[config.mk]
export PLATFORM = sky130hd
export DESIGN_NAME = nafu_post
export DESIGN_NICKNAME = d
export VERILOG_FILES = /design/src/sv/nafu_pkg.sv /design/src/sv/nafu_post.sv
export SDC_FILE = /design/constraint.sdc
export NUM_CORES = 2
export LEC_CHECK = 0
export BUFFER_PORTS_ARGS = -buffer_cell sky130_fd_sc_hd__buf_2
export CAP_MARGIN = 20
export CORE_UTILIZATION = 51
export CTS_CLUSTER_DIAMETER = 30
export DETAILED_ROUTE_END_ITERATION = 16
export GPL_TIMING_DRIVEN = 0
export PLACE_DENSITY = 0.67
export SLEW_MARGIN = 10
export SYNTH_ARGS = -nofsm -noshare
export SYNTH_HDL_FRONTEND = slang
export SYNTH_SLANG_ARGS = --single-unit
[constraint.sdc]
create_clock -name clk -period 6.95 [get_ports clk]
set_clock_uncertainty 0.05 [all_clocks]
set_input_delay 0.695 -clock clk [delete_from_list [all_inputs] [get_ports clk]]
set_output_delay 0.695 -clock clk [all_outputs]
set_load 0.1 [all_outputs]
[src/sv/nafu_pkg.sv]
// Shared constants, types and exponential lookup tables for the activation unit
`default_nettype none

package nafu_pkg;

    localparam int DATA_WIDTH = 16;
    localparam int FRAC_BITS  = 12;
    localparam int MODE_W     = 3;

    // exponent argument: up to 2*|x| for tanh
    localparam int EXP_W = DATA_WIDTH + 1;

    // Q.31 internal exponent format
    localparam int IQ    = 31;
    localparam int Q31_W = IQ + 1;

    // argument split: integer part, upper and lower fraction halves
    localparam int LO_W  = FRAC_BITS / 2;
    localparam int MID_W = FRAC_BITS - LO_W;
    localparam int HI_W  = 5;
    localparam int LO_N  = 2 ** LO_W;
    localparam int MID_N = 2 ** MID_W;
    localparam int HI_N  = 2 ** HI_W;

    // weight of one input LSB
    localparam real FIX_LSB = 1.0 / (2.0 ** FRAC_BITS);

    // divider
    localparam int DEN_W      = Q31_W + 1;
    localparam int REM_W      = DEN_W;
    localparam int QF         = 27;
    localparam int QW         = QF + 1;
    localparam int DIV_BITS   = 2;
    localparam int DIV_STAGES = QW / DIV_BITS;

    // output rounding
    localparam int RND_SH = QF - FRAC_BITS;
    localparam int RND_W  = QW - RND_SH + 1;

    localparam logic [Q31_W-1:0] Q31_ONE  = Q31_W'(64'd1 << IQ);
    localparam logic [Q31_W-1:0] Q31_HALF = Q31_W'(64'd1 << (IQ - 1));
    localparam logic [REM_W-1:0] REM_INIT = REM_W'(64'd1 << (IQ - 1));
    localparam logic [QW-1:0]    QF_ONE   = QW'(64'd1 << QF);
    localparam logic [QW-1:0]    QF_HALF  = QW'(64'd1 << (QF - 1));
    localparam logic [QW-1:0]    QF_TENTH = QW'(longint'(0.1 * (2.0 ** QF)));
    localparam logic [QW-1:0]    RND_HALF = QW'(64'd1 << (RND_SH - 1));

    localparam logic [DATA_WIDTH-1:0] OUT_MAXPOS =
        DATA_WIDTH'((64'd1 << (DATA_WIDTH - 1)) - 64'd1);
    localparam logic [DATA_WIDTH-1:0] OUT_MINNEG = OUT_MAXPOS + 1'b1;
    localparam logic [DATA_WIDTH-1:0] OUT_ONE =
        (FRAC_BITS < DATA_WIDTH - 1) ? DATA_WIDTH'(64'd1 << FRAC_BITS) : OUT_MAXPOS;

    typedef enum logic [MODE_W-1:0] {
        MODE_SIGMOID    = 3'd0,
        MODE_SIG_DERIV  = 3'd1,
        MODE_TANH       = 3'd2,
        MODE_TANH_DERIV = 3'd3,
        MODE_RELU       = 3'd4,
        MODE_RELU_DERIV = 3'd5
    } mode_t;

    typedef struct packed {
        mode_t                 mode;
        logic                  neg;
        logic [DATA_WIDTH-1:0] direct;
    } ctrl_t;

    typedef logic [Q31_W-1:0] q31_t;
    typedef q31_t lo_tab_t  [LO_N];
    typedef q31_t mid_tab_t [MID_N];
    typedef q31_t hi_tab_t  [HI_N];

    function automatic q31_t exp_q31(real a);
        return q31_t'(longint'($exp(-a) * (2.0 ** IQ)));
    endfunction

    function automatic lo_tab_t build_lo_tab();
        lo_tab_t tab;
        for (int i = 0; i < LO_N; i++)
        begin
            tab[i] = exp_q31(real'(i) * FIX_LSB);
        end
        return tab;
    endfunction

    function automatic mid_tab_t build_mid_tab();
        mid_tab_t tab;
        for (int i = 0; i < MID_N; i++)
        begin
            tab[i] = exp_q31(real'(i * (2 ** LO_W)) * FIX_LSB);
        end
        return tab;
    endfunction

    function automatic hi_tab_t build_hi_tab();
        hi_tab_t tab;
        for (int i = 0; i < HI_N; i++)
        begin
            tab[i] = exp_q31(real'(i));
        end
        return tab;
    endfunction

    localparam lo_tab_t  EXP_LO_TAB  = build_lo_tab();
    localparam mid_tab_t EXP_MID_TAB = build_mid_tab();
    localparam hi_tab_t  EXP_HI_TAB  = build_hi_tab();

endpackage

`default_nettype wire

[src/sv/nafu_post.sv]
// Three-stage back end: per-mode product, offset, rounding and saturation
`default_nettype none

module nafu_post
    import nafu_pkg::*;
(
    input  wire                   clk,
    input  wire                   rst_n,
    input  wire                   en,
    input  wire                   in_valid,
    input  wire [QW-1:0]          quo,
    input  wire ctrl_t            in_ctrl,
    output logic                  out_valid,
    output logic [DATA_WIDTH-1:0] result
);

    localparam int PROD_W = 2 * QW;
    localparam int CMP_W  = (RND_W > DATA_WIDTH) ? RND_W : DATA_WIDTH;

    logic [2:0]            vld_reg;
    ctrl_t                 c1_reg, c2_reg;
    logic [QW-1:0]         lin_reg, val_reg;
    logic [PROD_W-1:0]     prod_reg;
    logic [DATA_WIDTH-1:0] res_reg;

    logic [QW-1:0]         qc, t, lin_next, ma, mb, prod_rnd, val_next;
    logic [PROD_W-1:0]     prod_next;
    logic [RND_W-1:0]      rnd;
    logic                  big;
    logic [DATA_WIDTH-1:0] pos_val, neg_val, res_next;

    // stage 1: 1-q, 2q-1 and the single product
    always_comb
    begin
        qc = QF_ONE - quo;
        t  = QW'({1'b0, quo, 1'b0} - {2'b0, QF_ONE});
        case (in_ctrl.mode)
            MODE_SIGMOID: lin_next = in_ctrl.neg ? qc : quo;
            MODE_TANH:    lin_next = t;
            default:      lin_next = quo;
        endcase
        if (in_ctrl.mode == MODE_TANH_DERIV)
        begin
            ma = t;
            mb = t;
        end
        else
        begin
            ma = quo;
            mb = qc;
        end
        prod_next = ma * mb;
    end

    // stage 2: value in Q.QF
    always_comb
    begin
        prod_rnd = QW'((prod_reg + PROD_W'(QF_HALF)) >> QF);
        case (c1_reg.mode)
            MODE_SIG_DERIV:  val_next = prod_rnd + QF_TENTH;
            MODE_TANH_DERIV: val_next = QF_ONE - prod_rnd;
            default:         val_next = lin_reg;
        endcase
    end

    // stage 3: round to output format, saturate, apply sign
    always_comb
    begin
        rnd     = RND_W'(({1'b0, val_reg} + {1'b0, RND_HALF}) >> RND_SH);
        big     = CMP_W'(rnd) > CMP_W'(OUT_MAXPOS);
        pos_val = big ? OUT_MAXPOS : DATA_WIDTH'(rnd);
        neg_val = big ? OUT_MINNEG : DATA_WIDTH'(0) - DATA_WIDTH'(rnd);
        case (c2_reg.mode) inside
            MODE_SIGMOID, MODE_SIG_DERIV, MODE_TANH_DERIV: res_next = pos_val;
            MODE_TANH: res_next = c2_reg.neg ? neg_val : pos_val;
            default:   res_next = c2_reg.direct;
        endcase
    end

    always_ff @(posedge clk or negedge rst_n)
    begin
        if (!rst_n)
            vld_reg <= '0;
        else if (en)
            vld_reg <= {vld_reg[1:0], in_valid};
    end

    always_ff @(posedge clk)
    begin
        if (en)
        begin
            lin_reg  <= lin_next;
            prod_reg <= prod_next;
            c1_reg   <= in_ctrl;
            val_reg  <= val_next;
            c2_reg   <= c1_reg;
            res_reg  <= res_next;
        end
    end

    assign out_valid = vld_reg[2];
    assign result    = res_reg;

    a_tanh_deriv_range: assert property (@(posedge clk) disable iff (!rst_n)
        vld_reg[1] && c2_reg.mode == MODE_TANH_DERIV |-> val_reg <= QF_ONE)
        else $error("tanh derivative above one");

    a_sigmoid_nonneg: assert property (@(posedge clk) disable iff (!rst_n)
        en && vld_reg[1] && c2_reg.mode == MODE_SIGMOID |=> !res_reg[DATA_WIDTH-1])
        else $error("negative sigmoid result");

    a_valid_advance: assert property (@(posedge clk) disable iff (!rst_n)
        en && vld_reg[0] |=> vld_reg[1])
        else $error("valid lost between back end stages");

endmodule

`default_nettype wire

Yosys cells after proc, flatten, opt, wreduce, memory -nomap -nowiden
Cells that the tools add are included.
- logic and storage cells: 38
- bits of input ports: 52
- flip-flop bits (word level): 170
- reductions and logical operators: 3
- $mul: 1
- equality and inequality tests: 7
- $add $sub $neg: 7
- multiplexer cells: 8
- operator list (operator ; count):
    $pmux 28 s2 ; 2
    $mux 28 ; 3
    $sub 28x28->28 const A ; 2
    $add 55x27->55 const B ; 1
    $mul 28x28->55 ; 1
    $mux 16 ; 2
    $add 28x15->29 const B ; 1
    $add 28x24->28 const B ; 1
    $sub 28x28->28 const B ; 1
    $eq 3x2->1 const B ; 5
    $sub 1x14->15 const A ; 1
    $mux 14 ; 1
    $eq 3x1->1 const B ; 2
    $logic_not 3->1 ; 2
    $reduce_or 3->1 ; 1

Depth between registers and ports, before layout
- depth after elaboration: 5
- mapped depth: 37
- gate-level depth less buffers: 35

Least setup slack after synthesis
OpenSTA, ideal clock, no wires.
- kind: in2reg
- from: input port quo[8]
- to: register prod_reg[47] (data pin)
- arrival time: 9.052 ns
- stages on the path: 29
- path slack: -2.414 ns
- buffers on the path: 0
- path through: or3_4 or3_4 or2_4 or3_4 or4_4 or2_1 or4b_1 o21ai_2 a22o_4 nand2_1 fa_1 fa_1 fa_1 fa_1 fa_1 fa_1 fa_1 inv_1 ha_1 a21o_1 a21o_1 a21o_1 a221o_1 nor4_1 and2_1 o21ai_0 a31oi_1 o21bai_1 xor2_1
- cells in the longest elaborated chain, start to end: 3
- elaborated cells between the ends (all ways): 5
- those cells by class: add/sub (2); mul (1); mux (2)
- ends and longest elaborated chain (element ; line ; RTL):
    from (decl) ; nafu_post.sv:11 ; input wire [QW-1:0] quo,
    $sub 28x28->28, on equally long branches ; nafu_post.sv:36, nafu_post.sv:35 ;
    $mux 28 ; nafu_post.sv:42 ; if (in_ctrl.mode == MODE_TANH_DERIV)
    $mul 28x28->55 * ; nafu_post.sv:52 ; prod_next = ma * mb;
    via prod_next[47] ; nafu_post.sv:27 ; logic [PROD_W-1:0] prod_next;
    to (signal assigned) ; nafu_post.sv:93 ; prod_reg <= prod_next;
    to (decl) ; nafu_post.sv:23 ; logic [PROD_W-1:0] prod_reg;
Mark *: on every way through the listed nets, which the timed path passes. The rest lies on a longest branch.
A chain may end at the register's enable or synchronous reset.

Final worst setup path
- from: input port quo[0]
- to: register prod_reg[52] (data pin)
Same word-level chain as after synthesis.

==> metrics.md <==
| Metric | Value |
|---|---|
| Max-slew violations | `0` |
| Post-route ant nets | `0` |
| Routability cong. | `1.07` |
| Placed instance area | `32,500 sq um` |
| Drt pass-1 iters | `10` |
| Total GRT Usage | `0.374` |
| Most frequent cells in the layout | `inv_1, fa_1, nand2_1` |
| Chip Width | `249 um` |
| CTS buffer count | `17` |
| Ys flop type | `edfxtp_1` |
| Worst r2r src | `prod_reg[29]$_DFFE_PP_` |
| Post-DP HPWL | `91,500 um` |
| Cell variety after synth | `75` |
| Post-synth EDFFs | `113` |
| Register area share after synthesis | `0.112` |
| # H-tree levels | `4` |
| I/O pins | `69` |
| WS Path Type | `in2reg` |
| Worst skew pair latency | `420 ps` |
| Mapped Avg Cell Area | `8.73 sq um` |
| Slowest CP cell | `fa_1` |
| CP peak stage delay | `610 ps` |
| Clk pin slew, worst setup/hold paths | `60 ps` |
| DR iter-0 viols | `2,867` |
| Die area | `62,000 sq um` |
| Final Setup Violations | `29` |
| Outcome | `complete, but fails checks` |
| Final wirelength | `113,000 um` |
| Crit path launch | `quo[0]` |
| DRC viols | `0` |
| Asr flop ratio synth | `0.0259` |
| Worst R2R Path Depth | `13` |
| GR Overflow Total | `0` |
| Synth Cell Area | `31,100 sq um` |
| I/O Buffers | `59` |
| Core area | `60,400 sq um` |
| Via count of the first global-routing pass | `26,000` |
| Final instance area | `34,200 sq um` |
| Syn. warnings | `0` |
| Most Frequent Cell on Critical Path | `fa_1` |
| Fmax | `101 MHz` |
| Hold depth | `0` |
| PnR worst setup slack | `-2910 ps` |
| Failing checks | `setup timing` |
| Most common cell after layout, fill and taps aside | `inv_1` |
| Post-synthesis adder-cell area fraction | `0.515` |
| Synth Area in Simple Gates | `0.163` |
| Area of the multi-input gates | `24,600 sq um` |
| Crit share post-route | `1.42` |
| Critical Path AT | `9960 ps` |
| Post-synthesis mux area share | `0.00205` |
| Worst setup SP type | `primary input` |
| Type of element capturing the critical path | `flop` |
| Root buf cell | `clkbuf_16` |
| Hold crit path type | `reg2reg` |
| P&R area growth vs syn | `9.81%` |
| Initial antenna violation count | `4` |
| Max-cap violations | `0` |
| Largest family of logic cells by synthesized area | `adder cells` |
| Area occupied by registers | `3470 sq um` |
| Max clock buf depth | `2` |
| Core Rows | `90` |
| Chip height | `249 um` |
| Period minus WS final | `9860 ps` |
| R2r setup slk | `2920 ps` |
| Initial Util | `0.515` |
| RSZ-0062 raised after global routing | `true` |
| First-pass GRT wire length | `168,000 um` |
| Routed len/inst | `25.3 um` |
| Max reg flops | `29` |
| Worst slew margin | `0.164` |
| Final Hold Fails | `0` |
| Cells after Synth | `3,562` |
| Slew of the pin with the lowest slew margin | `1250 ps` |
| Critical Path RT | `7050 ps` |
| Layout cells sized above 1 | `0.0951` |
| Nets | `4,605` |
| CTS sink count | `116` |
| Crit path max fanout | `10` |
| CTS tree | `yes` |
| Post-synthesis compound-gate area fraction | `0.0581` |
| Yosys reg bits | `116` |
| Hold Crit Start | `c1_reg[16]$_DFFE_PP_` |
| Avg Vias per Cell | `5.70` |
| Routed vias | `25,500` |
| Fill cells | `5,583` |
| Synthesized Nets | `4,491` |
| Largest net degree at the start of global routing | `68` |
| Synth Area in XOR/XNOR | `0.0315` |
==> cell type report <==
cell class	count	area share
clock inverters	13	0.00465
clock buffers	19	0.0127
inverters	792	0.0872
repair buffers	102	0.0206
diodes	1	0.0000733
well taps	782	0.0286
plain buffers	176	0.0243
multi-input cells	2471	0.720
flip-flops and latches	116	0.102
==> path summary, 6_finish.rpt <==
path / to
worst max-delay path: prod_reg[52]$_DFFE_PP_
worst min-delay path: c2_reg[16]$_DFFE_PP_
worst max register to register: val_reg[26]$_DFFE_PP_
worst min register to register: c2_reg[16]$_DFFE_PP_
max in group asynchronous: vld_reg[1]$_DFFE_PN0P_
min in group asynchronous: vld_reg[0]$_DFFE_PN0P_
==> cells by family (layout without fill, tap and decap cells) <==
logic type               after synthesis  after routing
buffers and inverters                975           1102
other                                  0              1
AND/OR/NAND/NOR                     1192           1192
flip-flops                           116            116
multiplexers                           6              6
adder cells (fa/ha/maj)              877            877
XOR/XNOR                             112            112
AO/OA/AOI/OAI                        284            284
==> repair_timing <==
| action | CTS | global route |
|---|---|---|
| endpoints found under the setup margin | 29 | 29 |
| pin swaps | 22 | 34 |
| buffers inserted | 25 | 14 |
| hold buffers | 1 | 0 |
| gates resized for setup | 126 | 141 |
| hold endpoints to repair | 1 | 0 |
==> per-layer routing <==
metal,up-vias,track usage,part of all wire
met4,2,0.160,0.053
met1,12700,0.509,0.40
met2,1547,0.538,0.41
met3,307,0.135,0.13
met5,-,0,0.00012
li1,10900,-,-
==> synth_stat cells, types with 30 or more instances <==
cell type    n  share of area
nand3_1     31         0.0050
a21oi_1     59         0.0095
nand2_1    657          0.079
and2_1      38         0.0076
and3_1      30         0.0060
inv_1      790          0.095
fa_1       672           0.43
nor2_1     307          0.037
o21ai_0     78          0.013
ha_1       205          0.082
xor2_1      46          0.013
xnor2_1     66          0.019
edfxtp_1   113           0.11
clkbuf_1   168          0.020
==> per-stage QoR <==
step	util	std cells	worst slack, ps	setup TNS, ps	hold WS [ps]
6_report	0.566	4472	-2910	-75680	367
5_1_grt	0.566	4472	-3010	-77470	377
4_1_cts	0.559	4460	-2910	-77050	368
3_5_place_dp	0.539	4406	-4580	-122690	355
3_3_place_gp	0.538	4403	-4700	-124680	352
2_1_floorplan	-	3562	-2240	-54810	349
==> worst max-delay path, delay by kind of cell <==
| family | cells | cell delay, ps |
|---|---|---|
| and+or+nand+nor | 7 | 1860 |
| xor gates and xnor gates | 1 | 140 |
| buffers and inverters | 6 | 1010 |
| muxes | 1 | 520 |
| AOI/OAI and AO/OA | 7 | 1730 |
| adders and majority gates | 9 | 3970 |
Power is left out: the tool's default activity adds up to more than one toggle a clock period on the data nets, which glitch-free logic cannot reach.
