[src/sv/nafu_pkg.sv]
// Shared constants, types and exponential lookup tables for the activation unit
`default_nettype none

package nafu_pkg;

    localparam int DATA_WIDTH = 16;
    localparam int FRAC_BITS  = 12;
    localparam int MODE_W     = 3;

    // exponent argument: up to 2*|x| for tanh
    localparam int EXP_W = DATA_WIDTH + 1;

    // Q.31 internal exponent format
    localparam int IQ    = 31;
    localparam int Q31_W = IQ + 1;

    // argument split: integer part, upper and lower fraction halves
    localparam int LO_W  = FRAC_BITS / 2;
    localparam int MID_W = FRAC_BITS - LO_W;
    localparam int HI_W  = 5;
    localparam int LO_N  = 2 ** LO_W;
    localparam int MID_N = 2 ** MID_W;
    localparam int HI_N  = 2 ** HI_W;

    // weight of one input LSB
    localparam real FIX_LSB = 1.0 / (2.0 ** FRAC_BITS);

    // divider
    localparam int DEN_W      = Q31_W + 1;
    localparam int REM_W      = DEN_W;
    localparam int QF         = 27;
    localparam int QW         = QF + 1;
    localparam int DIV_BITS   = 2;
    localparam int DIV_STAGES = QW / DIV_BITS;

    // output rounding
    localparam int RND_SH = QF - FRAC_BITS;
    localparam int RND_W  = QW - RND_SH + 1;

    localparam logic [Q31_W-1:0] Q31_ONE  = Q31_W'(64'd1 << IQ);
    localparam logic [Q31_W-1:0] Q31_HALF = Q31_W'(64'd1 << (IQ - 1));
    localparam logic [REM_W-1:0] REM_INIT = REM_W'(64'd1 << (IQ - 1));
    localparam logic [QW-1:0]    QF_ONE   = QW'(64'd1 << QF);
    localparam logic [QW-1:0]    QF_HALF  = QW'(64'd1 << (QF - 1));
    localparam logic [QW-1:0]    QF_TENTH = QW'(longint'(0.1 * (2.0 ** QF)));
    localparam logic [QW-1:0]    RND_HALF = QW'(64'd1 << (RND_SH - 1));

    localparam logic [DATA_WIDTH-1:0] OUT_MAXPOS =
        DATA_WIDTH'((64'd1 << (DATA_WIDTH - 1)) - 64'd1);
    localparam logic [DATA_WIDTH-1:0] OUT_MINNEG = OUT_MAXPOS + 1'b1;
    localparam logic [DATA_WIDTH-1:0] OUT_ONE =
        (FRAC_BITS < DATA_WIDTH - 1) ? DATA_WIDTH'(64'd1 << FRAC_BITS) : OUT_MAXPOS;

    typedef enum logic [MODE_W-1:0] {
        MODE_SIGMOID    = 3'd0,
        MODE_SIG_DERIV  = 3'd1,
        MODE_TANH       = 3'd2,
        MODE_TANH_DERIV = 3'd3,
        MODE_RELU       = 3'd4,
        MODE_RELU_DERIV = 3'd5
    } mode_t;

    typedef struct packed {
        mode_t                 mode;
        logic                  neg;
        logic [DATA_WIDTH-1:0] direct;
    } ctrl_t;

    typedef logic [Q31_W-1:0] q31_t;
    typedef q31_t lo_tab_t  [LO_N];
    typedef q31_t mid_tab_t [MID_N];
    typedef q31_t hi_tab_t  [HI_N];

    function automatic q31_t exp_q31(real a);
        return q31_t'(longint'($exp(-a) * (2.0 ** IQ)));
    endfunction

    function automatic lo_tab_t build_lo_tab();
        lo_tab_t tab;
        for (int i = 0; i < LO_N; i++)
        begin
            tab[i] = exp_q31(real'(i) * FIX_LSB);
        end
        return tab;
    endfunction

    function automatic mid_tab_t build_mid_tab();
        mid_tab_t tab;
        for (int i = 0; i < MID_N; i++)
        begin
            tab[i] = exp_q31(real'(i * (2 ** LO_W)) * FIX_LSB);
        end
        return tab;
    endfunction

    function automatic hi_tab_t build_hi_tab();
        hi_tab_t tab;
        for (int i = 0; i < HI_N; i++)
        begin
            tab[i] = exp_q31(real'(i));
        end
        return tab;
    endfunction

    localparam lo_tab_t  EXP_LO_TAB  = build_lo_tab();
    localparam mid_tab_t EXP_MID_TAB = build_mid_tab();
    localparam hi_tab_t  EXP_HI_TAB  = build_hi_tab();

endpackage

`default_nettype wire

[src/sv/nafu_div.sv]
// Pipelined restoring divider forming 1/(1+e), two quotient bits per stage
`default_nettype none

module nafu_div
    import nafu_pkg::*;
(
    input  wire              clk,
    input  wire              rst_n,
    input  wire              en,
    input  wire              in_valid,
    input  wire [Q31_W-1:0]  exp_val,
    input  wire ctrl_t       in_ctrl,
    output logic             out_valid,
    output logic [QW-1:0]    quo,
    output ctrl_t            out_ctrl
);

    logic [DIV_STAGES-1:0] vld_reg;
    logic [REM_W-1:0]      rem_reg  [DIV_STAGES];
    logic [DEN_W-1:0]      den_reg  [DIV_STAGES];
    logic [QW-1:0]         quo_reg  [DIV_STAGES];
    ctrl_t                 ctrl_reg [DIV_STAGES];

    logic [REM_W-1:0] rem_in   [DIV_STAGES];
    logic [DEN_W-1:0] den_in   [DIV_STAGES];
    logic [QW-1:0]    quo_in   [DIV_STAGES];
    ctrl_t            ctrl_in  [DIV_STAGES];
    logic [REM_W-1:0] rem_next [DIV_STAGES];
    logic [QW-1:0]    quo_next [DIV_STAGES];

    always_comb
    begin
        rem_in[0]  = REM_INIT;
        den_in[0]  = {1'b0, exp_val} + {1'b0, Q31_ONE};
        quo_in[0]  = '0;
        ctrl_in[0] = in_ctrl;
        for (int s = 1; s < DIV_STAGES; s++)
        begin
            rem_in[s]  = rem_reg[s-1];
            den_in[s]  = den_reg[s-1];
            quo_in[s]  = quo_reg[s-1];
            ctrl_in[s] = ctrl_reg[s-1];
        end
    end

    always_comb
    begin
        logic [REM_W-1:0] r;
        logic [REM_W:0]   trial;
        logic [QW-1:0]    q;
        for (int s = 0; s < DIV_STAGES; s++)
        begin
            r = rem_in[s];
            q = quo_in[s];
            for (int b = 0; b < DIV_BITS; b++)
            begin
                trial = {r, 1'b0};
                if (trial >= {1'b0, den_in[s]})
                begin
                    r = REM_W'(trial - {1'b0, den_in[s]});
                    q = {q[QW-2:0], 1'b1};
                end
                else
                begin
                    r = trial[REM_W-1:0];
                    q = {q[QW-2:0], 1'b0};
                end
            end
            rem_next[s] = r;
            quo_next[s] = q;
        end
    end

    always_ff @(posedge clk or negedge rst_n)
    begin
        if (!rst_n)
            vld_reg <= '0;
        else if (en)
            vld_reg <= {vld_reg[DIV_STAGES-2:0], in_valid};
    end

    always_ff @(posedge clk)
    begin
        if (en)
        begin
            for (int s = 0; s < DIV_STAGES; s++)
            begin
                rem_reg[s]  <= rem_next[s];
                den_reg[s]  <= den_in[s];
                quo_reg[s]  <= quo_next[s];
                ctrl_reg[s] <= ctrl_in[s];
            end
        end
    end

    assign out_valid = vld_reg[DIV_STAGES-1];
    assign quo       = quo_reg[DIV_STAGES-1];
    assign out_ctrl  = ctrl_reg[DIV_STAGES-1];

endmodule

`default_nettype wire

[config.mk]
export PLATFORM = sky130hd
export DESIGN_NAME = nafu_div
export DESIGN_NICKNAME = d
export VERILOG_FILES = /design/src/sv/nafu_pkg.sv /design/src/sv/nafu_div.sv
export SDC_FILE = /design/constraint.sdc
export NUM_CORES = 2
export LEC_CHECK = 0
export BUFFER_PORTS_ARGS = -buffer_cell sky130_fd_sc_hd__buf_2
export CAP_MARGIN = 20
export CORE_MARGIN = 3
export CORE_UTILIZATION = 55
export DETAILED_ROUTE_END_ITERATION = 8
export PLACE_DENSITY_LB_ADDON = 0.3
export SYNTH_ARGS = -nofsm -noshare
export SYNTH_HDL_FRONTEND = slang
export SYNTH_SLANG_ARGS = --single-unit
[constraint.sdc]
create_clock -name clk -period 6.9 [get_ports clk]
set_clock_uncertainty 0.1 [all_clocks]
set_input_delay 0 -clock clk [delete_from_list [all_inputs] [get_ports clk]]
set_output_delay 0 -clock clk [all_outputs]
set_load 0.1 [all_outputs]
; Yosys cells after proc, flatten, opt, wreduce, memory -nomap -nowiden
; Memory sizes are Yosys's and may differ from the RTL's.
; Cells that the tools add are included.
[word_totals]
mem_count = 4
in_bits = 56
ram_bits = 1596
reg_bits = 14
out_inout_bits = 49
word_cells = 120
[mem_list]
columns = name, words, width, read_ports, rd_ports_with_merged_regs, wr, line
row1 = den_reg, 14, 33, 13, 0, 14, nafu_div.sv:20  ; logic [DEN_W-1:0] den_reg [DIV_STAGES];
row2 = rem_reg, 14, 33, 13, 0, 14, nafu_div.sv:19  ; logic [REM_W-1:0] rem_reg [DIV_STAGES];
row3 = quo_reg, 14, 28, 14, 0, 14, nafu_div.sv:21  ; logic [QW-1:0] quo_reg [DIV_STAGES];
row4 = ctrl_reg, 14, 20, 14, 0, 14, nafu_div.sv:22  ; ctrl_t ctrl_reg [DIV_STAGES];
[op_classes]
order_cmp = 28
n_mux = 58
n_addsub = 29
[op_table]
columns = operator, n
row1 = $mux W33, 28
row2 = $ge A34 B33 Y1, 27
row3 = $sub A33 B33 Y33, 27
row4 = $add A32 B32 Y33 const B, 1
row5 = $ge A32 B33 Y1 const A, 1
row6 = $sub A32 B33 Y33 const A, 1
row7 = $mux W1, 30

; Logic depth before layout (Yosys ltp)
[depth]
ltp_word = 5
ltp_mapped = 28
mapped_depth_nobuf = 25

; Worst setup path before layout
; OpenSTA, ideal clock, no wires.
[synth_path]
path_kind = reg-to-reg
startpoint = mem den_reg[0][165] (netlist bit)
endpoint = mem rem_reg[0][204] (netlist bit), data pin
stages_incl_launch_ff = 26
setup_slack_ns = 0.243
synth_period_minus_slack_ns = 6.657
required_ns = 6.540
setup_time_ns = 0.260
arrival_ns = 6.297
path_buffers = 3
path_cell_list = edfxtp_1 -> inv_1 -> fa_1 -> a21oi_1 -> o211ai_1 -> o41ai_1 -> nor2_1 -> a211oi_2 -> a31oi_1 -> o32ai_2 -> inv_2 -> clkbuf_1 -> mux2_2 -> ha_1 -> clkbuf_1 -> nand2_1 -> or2_2 -> or4_1 -> a221o_1 -> a31oi_1 -> o211ai_1 -> a21oi_1 -> nor2_1 -> o21ai_1 -> buf_2 -> mux2_2
[synth_rtl]
columns = item, line
row1 = "start, declared", nafu_div.sv:20
row2 = "end, declared", nafu_div.sv:19

==> flow_results.org <==
** Drt
- Average routed wire per standard cell :: 21.7 um
- Number of violations reported at the end of detailed-routing iteration 0 :: 6400
- For this run, design rule violations remaining after detail routing come to 0.
- First drt pass iteration count :: 6
- Once detail routing completed, the nets flagged for antenna violations numbered 0.
- Via count of the routed design :: 72583
- The final layout contains routed wiring with a total length of 260000 um.
- Via density :: 6.08

** Hold path
- The worst hold path begins at exp_val[31].
- For hold timing, the worst endpoint is den_reg[0][31].
- Cells on Worst Hold Path :: 3
- The min-delay analysis places its worst path in the category in2reg.

** Final layout
- Area added between synthesis and finish :: 13.2%
- Fill cell instance count of the final layout :: 13526
- Layout Nets :: 10562
- Most used cells in the layout excluding fill and tap cells :: edfxtp_1 (1348), ha_1 (877), a21oi_1 (837)
- Share of post-route cells with drive strength above 1 :: 13.2%
- The library cell used most frequently in the layout, excluding fill and tap cells, is edfxtp_1.

** CTS
- At the later pin of the worst-skew pair, clock insertion delay measures 0.83 ns.
- No sink is reached through more buffers than the 3 on the longest clock path.
- Clock root buffer master :: clkbuf_16
- For this design, the sink count on the clock tree is 1362.
- Total clock buffers created by CTS :: 149
- The H-tree generated during clock tree synthesis spans 4 levels.
- TritonCTS built the clock tree.
- Clock transition at the registers of the reported paths :: 0.06 ns

** Floorplan
- The die covers 176000 um^2.
- From bottom edge to top edge, the die measures 419 um.
- The total area inside the core boundary comes to 168000 um^2.
- Row generation in the floorplan step produced 150 rows.
- Die W :: 419 um
- Initial standard-cell utilization of the core :: 55.8%
- 105 I/O pins were placed.

** Placed design
- After legalization and detailed placement, the total HPWL measured 202000 um.
- Worst slack at placement :: -0.499 ns
- Final estimated routing congestion in global placement :: 1.00
- Count of buffers from port buffering :: 104

** Logic synthesis
- Summing the areas of all compound-gate instances in the mapped netlist gives 17.6% of the synthesized area.
- Share of synthesized flip-flops with an asynchronous set or reset :: 1.03%
- The synthesized design contains 1348 enable-type register cells.
- Summed instance area of the synthesized netlist :: 93900 um^2
- Counting every net in the synthesized netlist gives 10037.
- The netlist uses 96 different library cells.
- Counting every instance in the synthesized netlist gives 9090.
- Post-synthesis xor/xnor area fraction :: 6.72%
- Seq cells post-synth :: 1362
- Mean instance size in the synthesized netlist :: 10.3 um^2
- Summing the areas of all and, or, nand and nor instances in the mapped netlist gives 11.0% of the synthesized area.
- Predominant post-synthesis flop cell :: edfxtp_1
- The synthesized netlist devotes 12.0% of its cell area to adder and majority cells.
- By area, the combinational part of the netlist is dominated by compound AO/OA/AOI/OAI gates.
- Yosys printed 0 warnings.
- Sequential element share of the synthesized area :: 43.5%
- Of the post-synthesis cell area, the part taken by muxes is 5.68%.

** STA
- Setup violations remaining at the end of the flow were counted as 0.
- Derived from the worst setup path, the maximum achievable clock frequency is 149 MHz.
- Counting I/O delays and the setup requirement, the final critical path takes 6.71 ns.
- Fin crit share :: 97.3%
- Hold is met by 0.143 ns.
- Worst-Margin Slew :: 1.09 ns
- The number of endpoints with negative hold slack in the final report is 0.
- Slew Limit Fails :: 0
- In this run the tightest slew margin relative to its limit is 27.5%.
- Once routing completed, OpenROAD measured the worst setup slack at 0.189 ns.

** Run status
- The run finished with clean final reports.

** Run
- Number of maximum-capacitance constraint violations :: 0

** Critical path
- The worst setup path is captured at a flop.
- For the worst setup path, the data required time is 7.34 ns.
- Of all nets on the critical path, the largest fanout is 8.
- By startpoint and endpoint, the worst setup path is classified as reg2reg.
- The endpoint identified for the worst register-to-register timing path is rem_reg[1][80].
- For the worst flop-to-flop path, the logic depth is 20.
- The worst register-to-register path begins at rem_reg[1][45].
- The setup check on the worst reg-to-reg path leaves a slack of 0.19 ns.
- Worst EP arrival :: 7.15 ns
- The worst setup path is launched from a flop.

** Global routing
- Number of global-route vias before repair :: 69173
- Summed over all layers, the global routing overflow is 0.
- In the global route stage, overall resource usage came out at 28.7%.
- The number of antenna violations at the first check in global routing came to 7.
- First-pass GRT wire length :: 395000 um
- Entering global routing, the biggest net connects 185 pins.
-- synthesized netlist by cell type, types with 22 or more instances --
cell | number | share of area [%]
and3_1 | 73 | 0.49
a31o_2 | 24 | 0.22
a31oi_1 | 75 | 0.50
a211oi_1 | 75 | 0.60
o31a_1 | 22 | 0.21
nor2b_1 | 107 | 0.71
a21boi_0 | 28 | 0.22
nor2_1 | 639 | 2.6
buf_2 | 34 | 0.18
inv_1 | 675 | 2.7
mux2_2 | 460 | 5.5
xnor2_1 | 522 | 4.9
clkbuf_1 | 130 | 0.52
and2_1 | 78 | 0.52
nor3_1 | 113 | 0.60
o21bai_1 | 124 | 0.99
a221oi_1 | 23 | 0.21
nor4_1 | 33 | 0.22
a211o_1 | 22 | 0.21
o21a_1 | 104 | 0.83
ha_1 | 878 | 12
nand2b_1 | 109 | 0.73
nand2_1 | 606 | 2.4
nand4_1 | 86 | 0.57
a21o_1 | 388 | 3.1
xor2_1 | 198 | 1.8
o211ai_1 | 36 | 0.29
or2_2 | 37 | 0.25
edfxtp_1 | 1348 | 43
o31ai_1 | 68 | 0.54
o21ai_0 | 531 | 2.8
a21oi_1 | 844 | 4.5
or3_1 | 41 | 0.27
nand3_1 | 167 | 0.89
-- cell families after synthesis --
group | Yosys count
adders and majority gates | 891
AOI/OAI and AO/OA | 2608
and+or+nand+nor | 2176
DFF | 1362
muxes | 475
buffers and inverters | 858
xor gates and xnor gates | 720
-- what timing repair did --
action / CTS / global route
cloned: 0 / 6
setup endpoints to repair: 77 / 275
hold buffers: 109 / 0
setup buffers: 1 / 17
endpoints found under the hold margin: 283 / 0
resized for setup: 12 / 72
pin swaps: 1 / 18
-- worst max-delay path, stage by stage (launching register included) --
cell       delay [ns]
edfxtp_1         0.39
ha_1             0.43
nand3_1          0.20
or4_1            0.62
or4_1            0.57
a21oi_2          0.23
a2111o_2         0.24
mux2_2           0.38
ha_1             0.25
o31ai_2          0.39
a21oi_1          0.19
a211oi_2         0.29
a211oi_1         0.14
o21ai_1          0.26
a31oi_2          0.18
o31ai_2          0.31
a21oi_2          0.13
a211oi_4         0.40
clkbuf_16        0.22
buf_6            0.17
mux2_2           0.35
-- worst max-delay path by stage --
| stage | start | end | slack (ns) | depth (start not counted) |
|---|---|---|---|---|
| 2_1_floorplan | den_reg[0][165] | rem_reg[0][204] | 0.24 | 25 |
| 3_3_place_gp | rem_reg[1][102] | rem_reg[1][142] | -0.26 | 22 |
| 3_5_place_dp | rem_reg[1][102] | rem_reg[1][142] | -0.50 | 22 |
| 4_1_cts | den_reg[0][34] | rem_reg[0][97] | 0.0004 | 25 |
| 5_1_grt | den_reg[1][46] | rem_reg[1][96] | -0.05 | 25 |
| 6_report | rem_reg[1][45] | rem_reg[1][80] | 0.19 | 20 |
-- area by class of cell --
class,count,area (um^2),area share [%]
clock inverters,102,1500,1.41
clock buffers,174,3840,3.62
multi-input cells,6871,50200,47.3
diodes,2,5.00,0.00471
flip-flops and latches,1362,40800,38.4
repair buffers,552,4570,4.30
well taps,2204,2760,2.60
inverters,679,2550,2.40
-- per-layer routing --
metal | GRT usage [%] | wire, um | vias to the layer above
met3 | 3.78 | 16300 | 501
met5 | 0 | 53 | -
met2 | 45.6 | 117000 | 2422
met4 | 10.7 | 10400 | 2
met1 | 40.1 | 116000 | 34842
li1 | - | - | 34816
-- metrics by stage --
step | util, % | instances | TNS, ns | cell area (um^2)
after floorplan | - | 9090 | 0 | 93900
after global placement | 58.9 | 11535 | -5.41 | 99200
after detailed placement | 58.9 | 11535 | -16.21 | 99200
after CTS | 62.8 | 11921 | 0 | 106000
after global routing | 63.1 | 11944 | -0.841 | 106000
final | 63.1 | 11946 | 0 | 106000
Power is left out: the tool's default activity adds up to more than one toggle a clock period on the data nets, which glitch-free logic cannot reach.
